## src/hw/rtl/mbp_pkg.sv

```systemverilog
// Shared types and constants for the multipart boundary parser.
// Used by the front end, the op queue, the parse engine, the top level and the checker.
package mbp_pkg;

    localparam int MAX_DELIMITER = 128;
    localparam int STORE_AW      = $clog2(MAX_DELIMITER);
    localparam int LEN_W         = 8;
    localparam int FIFO_DEPTH    = 2;
    localparam int FIFO_AW       = $clog2(FIFO_DEPTH);

    localparam logic [7:0] CH_CR   = 8'h0D;
    localparam logic [7:0] CH_LF   = 8'h0A;
    localparam logic [7:0] CH_DASH = 8'h2D;

    typedef enum logic [1:0] {
        CMD_START = 2'd0,
        CMD_LOAD  = 2'd1,
        CMD_BODY  = 2'd2,
        CMD_NOP   = 2'd3
    } cmd_t;

    typedef enum logic [3:0] {
        EV_ACK      = 4'd0,
        EV_DATA     = 4'd1,
        EV_DELIM    = 4'd2,
        EV_CRLF     = 4'd3,
        EV_HDR_BYTE = 4'd4,
        EV_HDR_LINE = 4'd5,
        EV_HDRS_END = 4'd6,
        EV_CLOSING  = 4'd7,
        EV_ERROR    = 4'd8
    } event_t;

    typedef enum logic [3:0] {
        PH_FIND       = 4'd0,
        PH_END_CR     = 4'd1,
        PH_END_LF     = 4'd2,
        PH_LINE_START = 4'd3,
        PH_IN_HEADER  = 4'd4,
        PH_HEADER_LF  = 4'd5,
        PH_BLANK_LF   = 4'd6,
        PH_DONE       = 4'd7,
        PH_ERROR      = 4'd8
    } phase_t;

    typedef struct packed {
        cmd_t                cmd;
        logic [LEN_W-1:0]    len;
        logic [STORE_AW-1:0] idx;
        logic                idx_ok;
        logic                idx_zero;
        logic [7:0]          data;
        logic                is_cr;
        logic                is_lf;
        logic                is_dash;
    } op_t;

    typedef struct packed {
        event_t     ev;
        logic [7:0] data;
        logic [7:0] cnt;
    } res_t;

endpackage

```

## src/hw/rtl/mbp_front.sv

```systemverilog
// Front end: accepts input beats, clamps and decodes them into queue ops.
// Depends on mbp_pkg.
module mbp_front import mbp_pkg::*; (
    input  logic        s_tvalid,
    output logic        s_tready,
    input  logic [23:0] s_tdata,
    input  logic [1:0]  s_tuser,
    input  logic        q_full,
    output logic        q_push,
    output op_t         q_op
);

    logic [LEN_W-1:0] len_raw;
    logic [6:0]       idx_raw;
    logic [7:0]       byte_raw;

    assign len_raw  = s_tdata[7:0];
    assign idx_raw  = s_tdata[14:8];
    assign byte_raw = s_tdata[22:15];

    assign s_tready = !q_full;
    assign q_push   = s_tvalid && !q_full;

    always_comb begin
        q_op          = '0;
        q_op.cmd      = cmd_t'(s_tuser);
        q_op.data     = byte_raw;
        q_op.idx      = STORE_AW'(idx_raw);
        q_op.idx_ok   = (int'(idx_raw) < MAX_DELIMITER);
        q_op.idx_zero = (idx_raw == '0);
        q_op.is_cr    = (byte_raw == CH_CR);
        q_op.is_lf    = (byte_raw == CH_LF);
        q_op.is_dash  = (byte_raw == CH_DASH);
        if (len_raw == '0) begin
            q_op.len = LEN_W'(1);
        end else if (int'(len_raw) > MAX_DELIMITER) begin
            q_op.len = LEN_W'(MAX_DELIMITER);
        end else begin
            q_op.len = len_raw;
        end
    end

endmodule

```

## src/hw/rtl/mbp_fifo.sv

```systemverilog
// Short op queue between the front end and the parse engine.
// Depends on mbp_pkg.
module mbp_fifo import mbp_pkg::*; (
    input  logic aclk,
    input  logic aresetn,
    input  logic wr_en,
    input  op_t  wr_op,
    output logic full,
    input  logic rd_en,
    output logic rd_valid,
    output op_t  rd_op
);

    op_t                entries_reg [FIFO_DEPTH];
    logic [FIFO_AW-1:0] wr_ptr_reg;
    logic [FIFO_AW-1:0] rd_ptr_reg;
    logic [FIFO_AW:0]   count_reg;
    logic [FIFO_AW:0]   count_next;

    assign full     = (int'(count_reg) == FIFO_DEPTH);
    assign rd_valid = (count_reg != '0);
    assign rd_op    = entries_reg[rd_ptr_reg];

    always_comb begin
        count_next = count_reg;
        if (wr_en && !(rd_en && rd_valid)) begin
            count_next = count_reg + 1'b1;
        end else if (!wr_en && rd_en && rd_valid) begin
            count_next = count_reg - 1'b1;
        end
    end

    always_ff @(posedge aclk) begin
        if (!aresetn) begin
            wr_ptr_reg <= '0;
            rd_ptr_reg <= '0;
            count_reg  <= '0;
        end else begin
            count_reg <= count_next;
            if (wr_en) begin
                wr_ptr_reg <= (int'(wr_ptr_reg) == FIFO_DEPTH - 1) ? '0 : wr_ptr_reg + 1'b1;
            end
            if (rd_en && rd_valid) begin
                rd_ptr_reg <= (int'(rd_ptr_reg) == FIFO_DEPTH - 1) ? '0 : rd_ptr_reg + 1'b1;
            end
        end
    end

    always_ff @(posedge aclk) begin
        if (wr_en) begin
            entries_reg[wr_ptr_reg] <= wr_op;
        end
    end

endmodule

```

## src/hw/rtl/mbp_engine.sv

```systemverilog
// Parse engine: delimiter store, match tracking, phase machine and output register.
// Depends on mbp_pkg.
module mbp_engine import mbp_pkg::*; (
    input  logic aclk,
    input  logic aresetn,
    input  logic op_valid,
    input  op_t  op,
    output logic op_pop,
    output logic m_valid,
    input  logic m_ready,
    output res_t m_res
);

    logic [7:0]          store_mem [MAX_DELIMITER];
    logic [7:0]          rd_data_reg;
    logic [7:0]          first_reg;
    logic [7:0]          first_next;
    phase_t              phase_reg;
    phase_t              phase_next;
    logic [STORE_AW-1:0] pos_reg;
    logic [STORE_AW-1:0] pos_next;
    logic [LEN_W-1:0]    len_reg;
    logic [LEN_W-1:0]    len_next;
    logic [STORE_AW:0]   pos_try;
    logic                wr_en;
    logic                fire;
    logic                m_valid_reg;
    res_t                res_reg;
    res_t                res_next;

    assign fire    = op_valid && (!m_valid_reg || m_ready);
    assign op_pop  = fire;
    assign m_valid = m_valid_reg;
    assign m_res   = res_reg;

    always_comb begin
        phase_next    = phase_reg;
        pos_next      = pos_reg;
        len_next      = len_reg;
        first_next    = first_reg;
        wr_en         = 1'b0;
        pos_try       = '0;
        res_next.ev   = EV_ACK;
        res_next.data = '0;
        res_next.cnt  = '0;
        if (fire) begin
            case (op.cmd)
                CMD_START: begin
                    len_next   = op.len;
                    phase_next = PH_FIND;
                    pos_next   = '0;
                end
                CMD_LOAD: begin
                    wr_en = op.idx_ok;
                    if (op.idx_ok && op.idx_zero) begin
                        first_next = op.data;
                    end
                end
                CMD_BODY: begin
                    res_next.data = op.data;
                    case (phase_reg)
                        PH_FIND: begin
                            if (op.data == rd_data_reg) begin
                                pos_try = {1'b0, pos_reg} + 1'b1;
                            end else if (op.data == first_reg) begin
                                pos_try = (STORE_AW + 1)'(1);
                            end else begin
                                pos_try = '0;
                            end
                            if (int'(pos_try) >= int'(len_reg)) begin
                                res_next.ev  = EV_DELIM;
                                res_next.cnt = 8'(len_reg);
                                pos_next     = '0;
                                phase_next   = PH_END_CR;
                            end else begin
                                res_next.ev  = EV_DATA;
                                res_next.cnt = 8'(pos_try);
                                pos_next     = pos_try[STORE_AW-1:0];
                            end
                        end
                        PH_END_CR: begin
                            res_next.ev = op.is_cr ? EV_CRLF : EV_ERROR;
                            phase_next  = op.is_cr ? PH_END_LF : PH_ERROR;
                        end
                        PH_END_LF: begin
                            res_next.ev = op.is_lf ? EV_CRLF : EV_ERROR;
                            phase_next  = op.is_lf ? PH_LINE_START : PH_ERROR;
                        end
                        PH_LINE_START: begin
                            if (op.is_cr) begin
                                res_next.ev = EV_HDRS_END;
                                phase_next  = PH_BLANK_LF;
                            end else if (op.is_dash) begin
                                res_next.ev = EV_CLOSING;
                                phase_next  = PH_DONE;
                            end else begin
                                res_next.ev = EV_HDR_BYTE;
                                phase_next  = PH_IN_HEADER;
                            end
                        end
                        PH_IN_HEADER: begin
                            if (op.is_cr) begin
                                res_next.ev = EV_HDR_LINE;
                                phase_next  = PH_HEADER_LF;
                            end else begin
                                res_next.ev = EV_HDR_BYTE;
                            end
                        end
                        PH_HEADER_LF: begin
                            res_next.ev = op.is_lf ? EV_HDR_LINE : EV_ERROR;
                            phase_next  = op.is_lf ? PH_LINE_START : PH_ERROR;
                        end
                        PH_BLANK_LF: begin
                            if (op.is_lf) begin
                                res_next.ev = EV_HDRS_END;
                                phase_next  = PH_FIND;
                                pos_next    = '0;
                            end else begin
                                res_next.ev = EV_ERROR;
                                phase_next  = PH_ERROR;
                            end
                        end
                        PH_DONE: begin
                            res_next.ev = EV_CLOSING;
                        end
                        default: begin
                            res_next.ev = EV_ERROR;
                            phase_next  = PH_ERROR;
                        end
                    endcase
                end
                default: begin
                end
            endcase
        end
    end

    always_ff @(posedge aclk) begin
        if (!aresetn) begin
            phase_reg   <= PH_FIND;
            pos_reg     <= '0;
            len_reg     <= LEN_W'(1);
            m_valid_reg <= 1'b0;
        end else begin
            phase_reg <= phase_next;
            pos_reg   <= pos_next;
            len_reg   <= len_next;
            if (fire) begin
                m_valid_reg <= 1'b1;
            end else if (m_ready) begin
                m_valid_reg <= 1'b0;
            end
        end
    end

    // prefetch the store byte at the next match position, bypass a same-cycle load
    always_ff @(posedge aclk) begin
        if (wr_en) begin
            store_mem[op.idx] <= op.data;
        end
        if (wr_en && (op.idx == pos_next)) begin
            rd_data_reg <= op.data;
        end else begin
            rd_data_reg <= store_mem[pos_next];
        end
    end

    always_ff @(posedge aclk) begin
        first_reg <= first_next;
        if (fire) begin
            res_reg <= res_next;
        end
    end

endmodule

```

## src/hw/rtl/multipart_boundary_parser.sv

```systemverilog
// Top level of the multipart boundary parser.
// Depends on mbp_pkg, mbp_front, mbp_fifo and mbp_engine.
//
// Takes one beat per cycle while the op queue has room and returns exactly one result beat
// per input beat, in order; a result passes through the op queue and then the output
// register before it can be taken. The
// rate is set by the delimiter store read: the byte at the next match position is
// prefetched into a register every cycle, so each body byte needs one compare against
// that register and the stored first byte. A two-entry queue and an output register let
// input and output stall independently. The store needs no clearing pass after reset;
// delimiter bytes must be loaded before body bytes are scanned against them.
module multipart_boundary_parser import mbp_pkg::*; (
    input  logic        aclk,
    input  logic        aresetn,
    input  logic        s_tvalid,
    output logic        s_tready,
    input  logic [23:0] s_tdata,  // delimiter_length[7:0], delimiter_index[14:8], byte_in[22:15]
    input  logic [1:0]  s_tuser,  // command[1:0]
    output logic        m_tvalid,
    input  logic        m_tready,
    output logic [15:0] m_tdata,  // byte_out[7:0], matched_count[15:8]
    output logic [3:0]  m_tuser   // event_res[3:0]
);

    logic q_full;
    logic q_push;
    op_t  q_wr_op;
    logic q_pop;
    logic q_valid;
    op_t  q_rd_op;
    res_t res;

    mbp_front u_front (
        .s_tvalid (s_tvalid),
        .s_tready (s_tready),
        .s_tdata  (s_tdata),
        .s_tuser  (s_tuser),
        .q_full   (q_full),
        .q_push   (q_push),
        .q_op     (q_wr_op)
    );

    mbp_fifo u_fifo (
        .aclk     (aclk),
        .aresetn  (aresetn),
        .wr_en    (q_push),
        .wr_op    (q_wr_op),
        .full     (q_full),
        .rd_en    (q_pop),
        .rd_valid (q_valid),
        .rd_op    (q_rd_op)
    );

    mbp_engine u_engine (
        .aclk     (aclk),
        .aresetn  (aresetn),
        .op_valid (q_valid),
        .op       (q_rd_op),
        .op_pop   (q_pop),
        .m_valid  (m_tvalid),
        .m_ready  (m_tready),
        .m_res    (res)
    );

    assign m_tdata = {res.cnt, res.data};
    assign m_tuser = res.ev;

endmodule

```

## config.mk

```make
export PLATFORM = sky130hd
export DESIGN_NAME = multipart_boundary_parser
export DESIGN_NICKNAME = d
export VERILOG_FILES = /design/src/hw/rtl/mbp_pkg.sv /design/src/hw/rtl/mbp_front.sv /design/src/hw/rtl/mbp_fifo.sv /design/src/hw/rtl/mbp_engine.sv /design/src/hw/rtl/multipart_boundary_parser.sv
export SDC_FILE = /design/constraint.sdc
export NUM_CORES = 1
export LEC_CHECK = 0
export BUFFER_PORTS_ARGS = -buffer_cell sky130_fd_sc_hd__buf_2
export CORE_MARGIN = 2
export CORE_UTILIZATION = 45
export DETAILED_ROUTE_END_ITERATION = 6
export PLACE_DENSITY = 0.67
export SLEW_MARGIN = 20
export SYNTH_ARGS = -nofsm -noshare
export SYNTH_HDL_FRONTEND = slang
export SYNTH_SLANG_ARGS = --single-unit
```

## constraint.sdc

```tcl
create_clock -name aclk -period 6 [get_ports aclk]
set_input_delay 0.9 -clock aclk [delete_from_list [all_inputs] [get_ports aclk]]
set_output_delay 0.9 -clock aclk [all_outputs]
set_load 0.02 [all_outputs]
```

# Yosys cells after proc, flatten, opt, wreduce, memory -nomap -nowiden
# Memories as Yosys holds them, arrays and structs flattened. A register that Yosys moved wholly into a read port is not among the register bits.
# Cells that the tools add are included.
[totals]
ff_bits = 52
ram_bits = 1082
in_bits = 30
output_inout_bits = 22
elab_cells = 105
mem_count = 2
[memory_table]
columns = ["name", "words", "width", "rd", "rd_ports_with_merged_regs", "write_ports", "line", "rtl"]
rows = [
  ["u_engine.store_mem", 128, 8, 1, 1, 1, "mbp_engine.sv:14", "logic [7:0] store_mem [MAX_DELIMITER];"],
  ["u_fifo.entries_reg", 2, 29, 1, 1, 1, "mbp_fifo.sv:14", "op_t entries_reg [FIFO_DEPTH];"],
]
[op_classes]
addsub = 5
magnitude_cmp = 2
eq_ne = 18
n_mux = 42
n_reduce_logical = 25
[ops]
columns = ["cell", "count"]
rows = [
  ["$mux W8", 7],
  ["$mux W4", 9],
  ["$pmux W4 S8", 1],
  ["$pmux W4 S7", 1],
  ["$pmux W7 S2", 2],
  ["$mux W7", 3],
  ["$eq A4 B3 Y1 const B", 4],
  ["$eq A8 B4 Y1 const B", 2],
  ["$eq A8 B8 Y1", 2],
  ["$mux W1", 14],
  ["$add A7 B1 Y8 const B", 1],
  ["$eq A4 B2 Y1 const B", 2],
  ["$eq A8 B6 Y1 const B", 1],
  ["$ge A8 B8 Y1", 1],
  ["$gt A8 B8 Y1 const B", 1],
  ["$logic_not A8 Y1", 1],
  ["$mux W2", 4],
  ["$pmux W4 S2", 1],
  ["$reduce_bool A2 Y1", 4],
  ["$logic_not A7 Y1", 1],
  ["$logic_and A1 B1 Y1", 6],
  ["$ne A3 B2 Y1 const B", 2],
  ["$reduce_and A5 Y1", 1],
  ["$eq A2 B2 Y1 const B", 2],
  ["other kinds (14)", 19],
]

# Longest topological paths before layout
[logic_depth]
word_depth = 11
depth_mapped = 27
mapped_depth_nobuf = 20

# Cells and area by module
# A second synthesis with hierarchy kept.
[unflattened]
cells_unflattened = 2340
hier_area_um2 = 46016.6
[by_module_without_submodules]
columns = ["module", "n_inst", "cells_each", "area_each_um2", "seq_area_each_um2"]
rows = [
  ["mbp_engine", 1, 2182, 43335.3, 32130.8],
  ["mbp_fifo", 1, 118, 2392.3, 1901.8],
  ["mbp_front", 1, 40, 289.0, 0.0],
]

# Least setup slack after synthesis
# OpenSTA, ideal clock, no wires.
[synth_path]
path_type = "flip-flop to flip-flop"
startpoint = "register with a tool-made name"
endpoint = "register u_engine.pos_reg[5]"
setup_time_ns = 0.071
arrival_time_ns = 6.001
required_ns = 5.929
path_slack_ns = -0.071
path_stages_with_launch = 18
path_buffers = 2
synth_period_minus_slack_ns = 6.071
path_cell_list = "dfxtp_1 > clkbuf_1 > mux2i_1 > inv_1 > xnor2_1 > o41ai_1 > nand3_1 > clkbuf_1 > or2_2 > inv_1 > ha_1 > a21o_1 > a21o_1 > a21oi_1 > nor3b_1 > o21ai_0 > or4_1 > a21oi_1"
[synth_lines]
columns = ["item", "line", "rtl"]
rows = [
  ["end signal, assigned", "mbp_engine.sv:146", "pos_reg <= pos_next;"],
  ["end, declared", "mbp_engine.sv:20", "logic [STORE_AW-1:0] pos_reg;"],
]

==> reports/qor.yml <==
run_status:
  status: "completed"
floorplan:
  dieHeight_um: 323
  die_area_sq_um: 104000
  ioPinCount: 52
  fp.dieW_um: 323
  core_sq_um: 100000
  start_util_pct: 45.5
  num_rows: 116
yosys:
  synth-async-reset-ratio_pct: 0
  avgSynthCellArea_sq_um: 18.5
  ys_warn_count: 0
  synthFlopType: "edfxtp_1"
  syn_nets: 2508
  ys_seq_elements: 1142
  synth_edf_count: 1110
  ys_seq_area_share_pct: 74.3
  synth.distinct_cells: 74
  synth_area_sq_um: 45700
  postSynthCellCount: 2470
timing:
  fin_setup_tns_ns: 0
  hold_violations: 0
  fmax_ghz: 0.172
  drv_slew: 0
  period_share_pct: 96.6
  tightest_slew_ns: 1.11
  min_period_ns: 5.80
  slew_headroom_pct: 25.4
  finClkSkew_ns: 0.0292
  final-setup-viol-count: 0
setup_path:
  critPathKind: "reg -> reg"
  crit_fanout: 9
  critPathCaptureType: "flip-flop"
  required_ns: 6.62
  worstPathArrival_ns: 6.42
  worst_setup_path_start_kind: "flip-flop"
cts:
  cts_buffers: 114
  cts.sinks: 1142
  cts_tree: "built"
  hold_buffers: 0
  worstSkewPairLatency_ns: 0.71
  cts_root_buf: "clkbuf_16"
  ctsLongestPathBuffers: 3
  cts_max_level: 3
  clk_pin_slew_worst_paths_ns: 0.06
finish:
  drive_gt1_share_pct: 23.7
  fill_cells: 7924
  mostFrequentLayoutCells: "1110 x edfxtp_1, 207 x nor2_1, 191 x mux4_2"
  final_common_cell: "edfxtp_1"
  antenna_cells: 0
  final_area_sq_um: 52400
  final_util_pct: 52.2
  areaGrowthSynthToFinish_pct: 14.7
  finalNetCount: 2728
  largest_reg_flops: 1024
routing:
  vias: 25092
  ant_nets: 0
  firstDrtPassIters: 6
  route.detailed.drc: 0
  vias_per_cell: 6.05
  drt_iter0_markers: 3077
  drt_wl_total_mm: 118
  avgRoutedWirePerCell_um: 28.5
placement:
  portBuffers: 50
  place_area_sq_um: 48300
  gp_congestion: 0.918
  dp_hpwl_mm: 77.0
global_routing:
  grt_use_total_pct: 22.7
  grt_pass1_wl_mm: 171
  first_global_vias: 24872
  antenna_found_initial: 0
  grt_max_degree: 113
  overflow: 0
power:
  report.power.total_mw: 18.7
  vdd_drop_max_v: 0.000255
  p_leak_nw: 16.3
  p_per_area_nw_per_um2: 356
job:
  cap_violations: 0
hold_path:
  hold_path_class: "in -> reg"
## cell type report
| type | instances | area, sq um | area share, % |
|---|---|---|---|
| Clock inverter | 82 | 907 | 1.73 |
| Multi-Input combinational cell | 1170 | 10900 | 20.7 |
| Sequential cell | 1142 | 34000 | 64.8 |
| Tap cell | 1357 | 1700 | 3.24 |
| Timing Repair Buffer | 230 | 1870 | 3.57 |
| Clock buffer | 134 | 2980 | 5.68 |
| Inverter | 32 | 133 | 0.253 |
## cells by family (layout without fill, tap and decap cells)
kind of cell    after synthesis  in the layout  synth area share, %
xor+xnor                     26             26                0.498
flops                      1142           1142                 74.3
compound gates              251            251                 4.06
mux                         387            387                 13.8
buf+inv                     158            478                 2.14
fa+ha+maj                     8              8                0.219
simple gates                498            498                 5.00
## through the flow
stage	setup WS, ns	hold slack [ns]	std cells
final	0.202	0.385	4147
after detailed placement	-0.152	0.491	3919
after global placement	-0.183	0.479	3919
after global routing	-0.0614	0.377	4147
after CTS	0.0206	0.365	4135
after floorplan	0.192	0.460	2470
## cell usage after synthesis (7+ instances only)
| cell type | number | area [sq um] |
|---|---|---|
| edfxtp_1 | 1110 | 33300 |
| nor2_1 | 208 | 781 |
| mux4_2 | 191 | 4300 |
| mux2i_1 | 177 | 1770 |
| nand2_1 | 111 | 417 |
| a22oi_1 | 66 | 495 |
| nand3_1 | 45 | 225 |
| clkbuf_1 | 44 | 165 |
| a21oi_1 | 33 | 165 |
| buf_6 | 32 | 360 |
| dfxtp_1 | 32 | 641 |
| inv_1 | 29 | 109 |
| buf_4 | 24 | 180 |
| xnor2_1 | 22 | 193 |
| nor2b_1 | 21 | 131 |
| buf_2 | 19 | 95.1 |
| mux2_2 | 19 | 214 |
| nand2b_1 | 18 | 113 |
| nor3_1 | 16 | 80.1 |
| o21ai_0 | 14 | 70.1 |
| o22ai_1 | 14 | 87.6 |
| nand4_1 | 13 | 81.3 |
| a22o_1 | 12 | 105 |
| a31oi_1 | 12 | 75.1 |
| a211oi_1 | 11 | 82.6 |
| nor4_1 | 11 | 68.8 |
| o32ai_1 | 11 | 96.3 |
| or3_1 | 10 | 62.6 |
| and2_1 | 9 | 56.3 |
| and3_1 | 9 | 56.3 |
| o221ai_1 | 9 | 78.8 |
| ha_1 | 8 | 100 |
| a221oi_1 | 7 | 61.3 |
## path summary, 6_finish.rpt
check,from,to,slack (ns),depth (start not counted)
min reg2reg,u_engine.pos_reg[6]$_SDFF_PN0_,flip-flop,0.50,2
min,s_tdata[22],u_fifo.entries_reg[0][10]$_DFFE_PP_,0.39,1
max reg2reg,flip-flop,u_engine.pos_reg[5]$_SDFF_PN0_,0.20,21
max,flip-flop,u_engine.pos_reg[5]$_SDFF_PN0_,0.20,21
## repair_timing
action / CTS / global route
setup endpoints to repair: 12 / 26
hold endpoints to repair: 0 / 0
resized for setup: 2 / 11
setup buffers: 0 / 12
## per-layer routing
metal | vias to the layer above | track usage, % | share of wire, %
met5 | - | 0 | 0
met4 | 0 | 8.43 | 3.8
met3 | 243 | 4.07 | 9.2
met2 | 1352 | 35.7 | 47
met1 | 13053 | 31.8 | 40
li1 | 10444 | - | -
## worst max-delay path, cell delays in order, from the launching register on
cell	delay [ns]
dfxtp_1	0.65
buf_4	0.30
nor3b_1	0.71
a22o_1	0.35
a221oi_1	0.08
and3_1	0.32
xnor2_1	0.14
o32a_1	0.40
o41ai_1	0.11
buf_4	0.20
nand3_1	0.11
or2_2	0.32
inv_1	0.06
ha_1	0.23
a21o_1	0.16
a21o_1	0.16
a21oi_1	0.19
o21a_1	0.22
buf_4	0.13
o21ai_0	0.14
or4_1	0.56
a21oi_1	0.16
## power by group
| group | switching [mW] | total (mW) | internal (mW) |
|---|---|---|---|
| clock network | 3.08 | 7.34 | 4.26 |
| logic | 1.38 | 1.75 | 0.368 |
| registers | 0.0543 | 9.60 | 9.54 |
No activity file was read; power rests on OpenSTA's default activity.
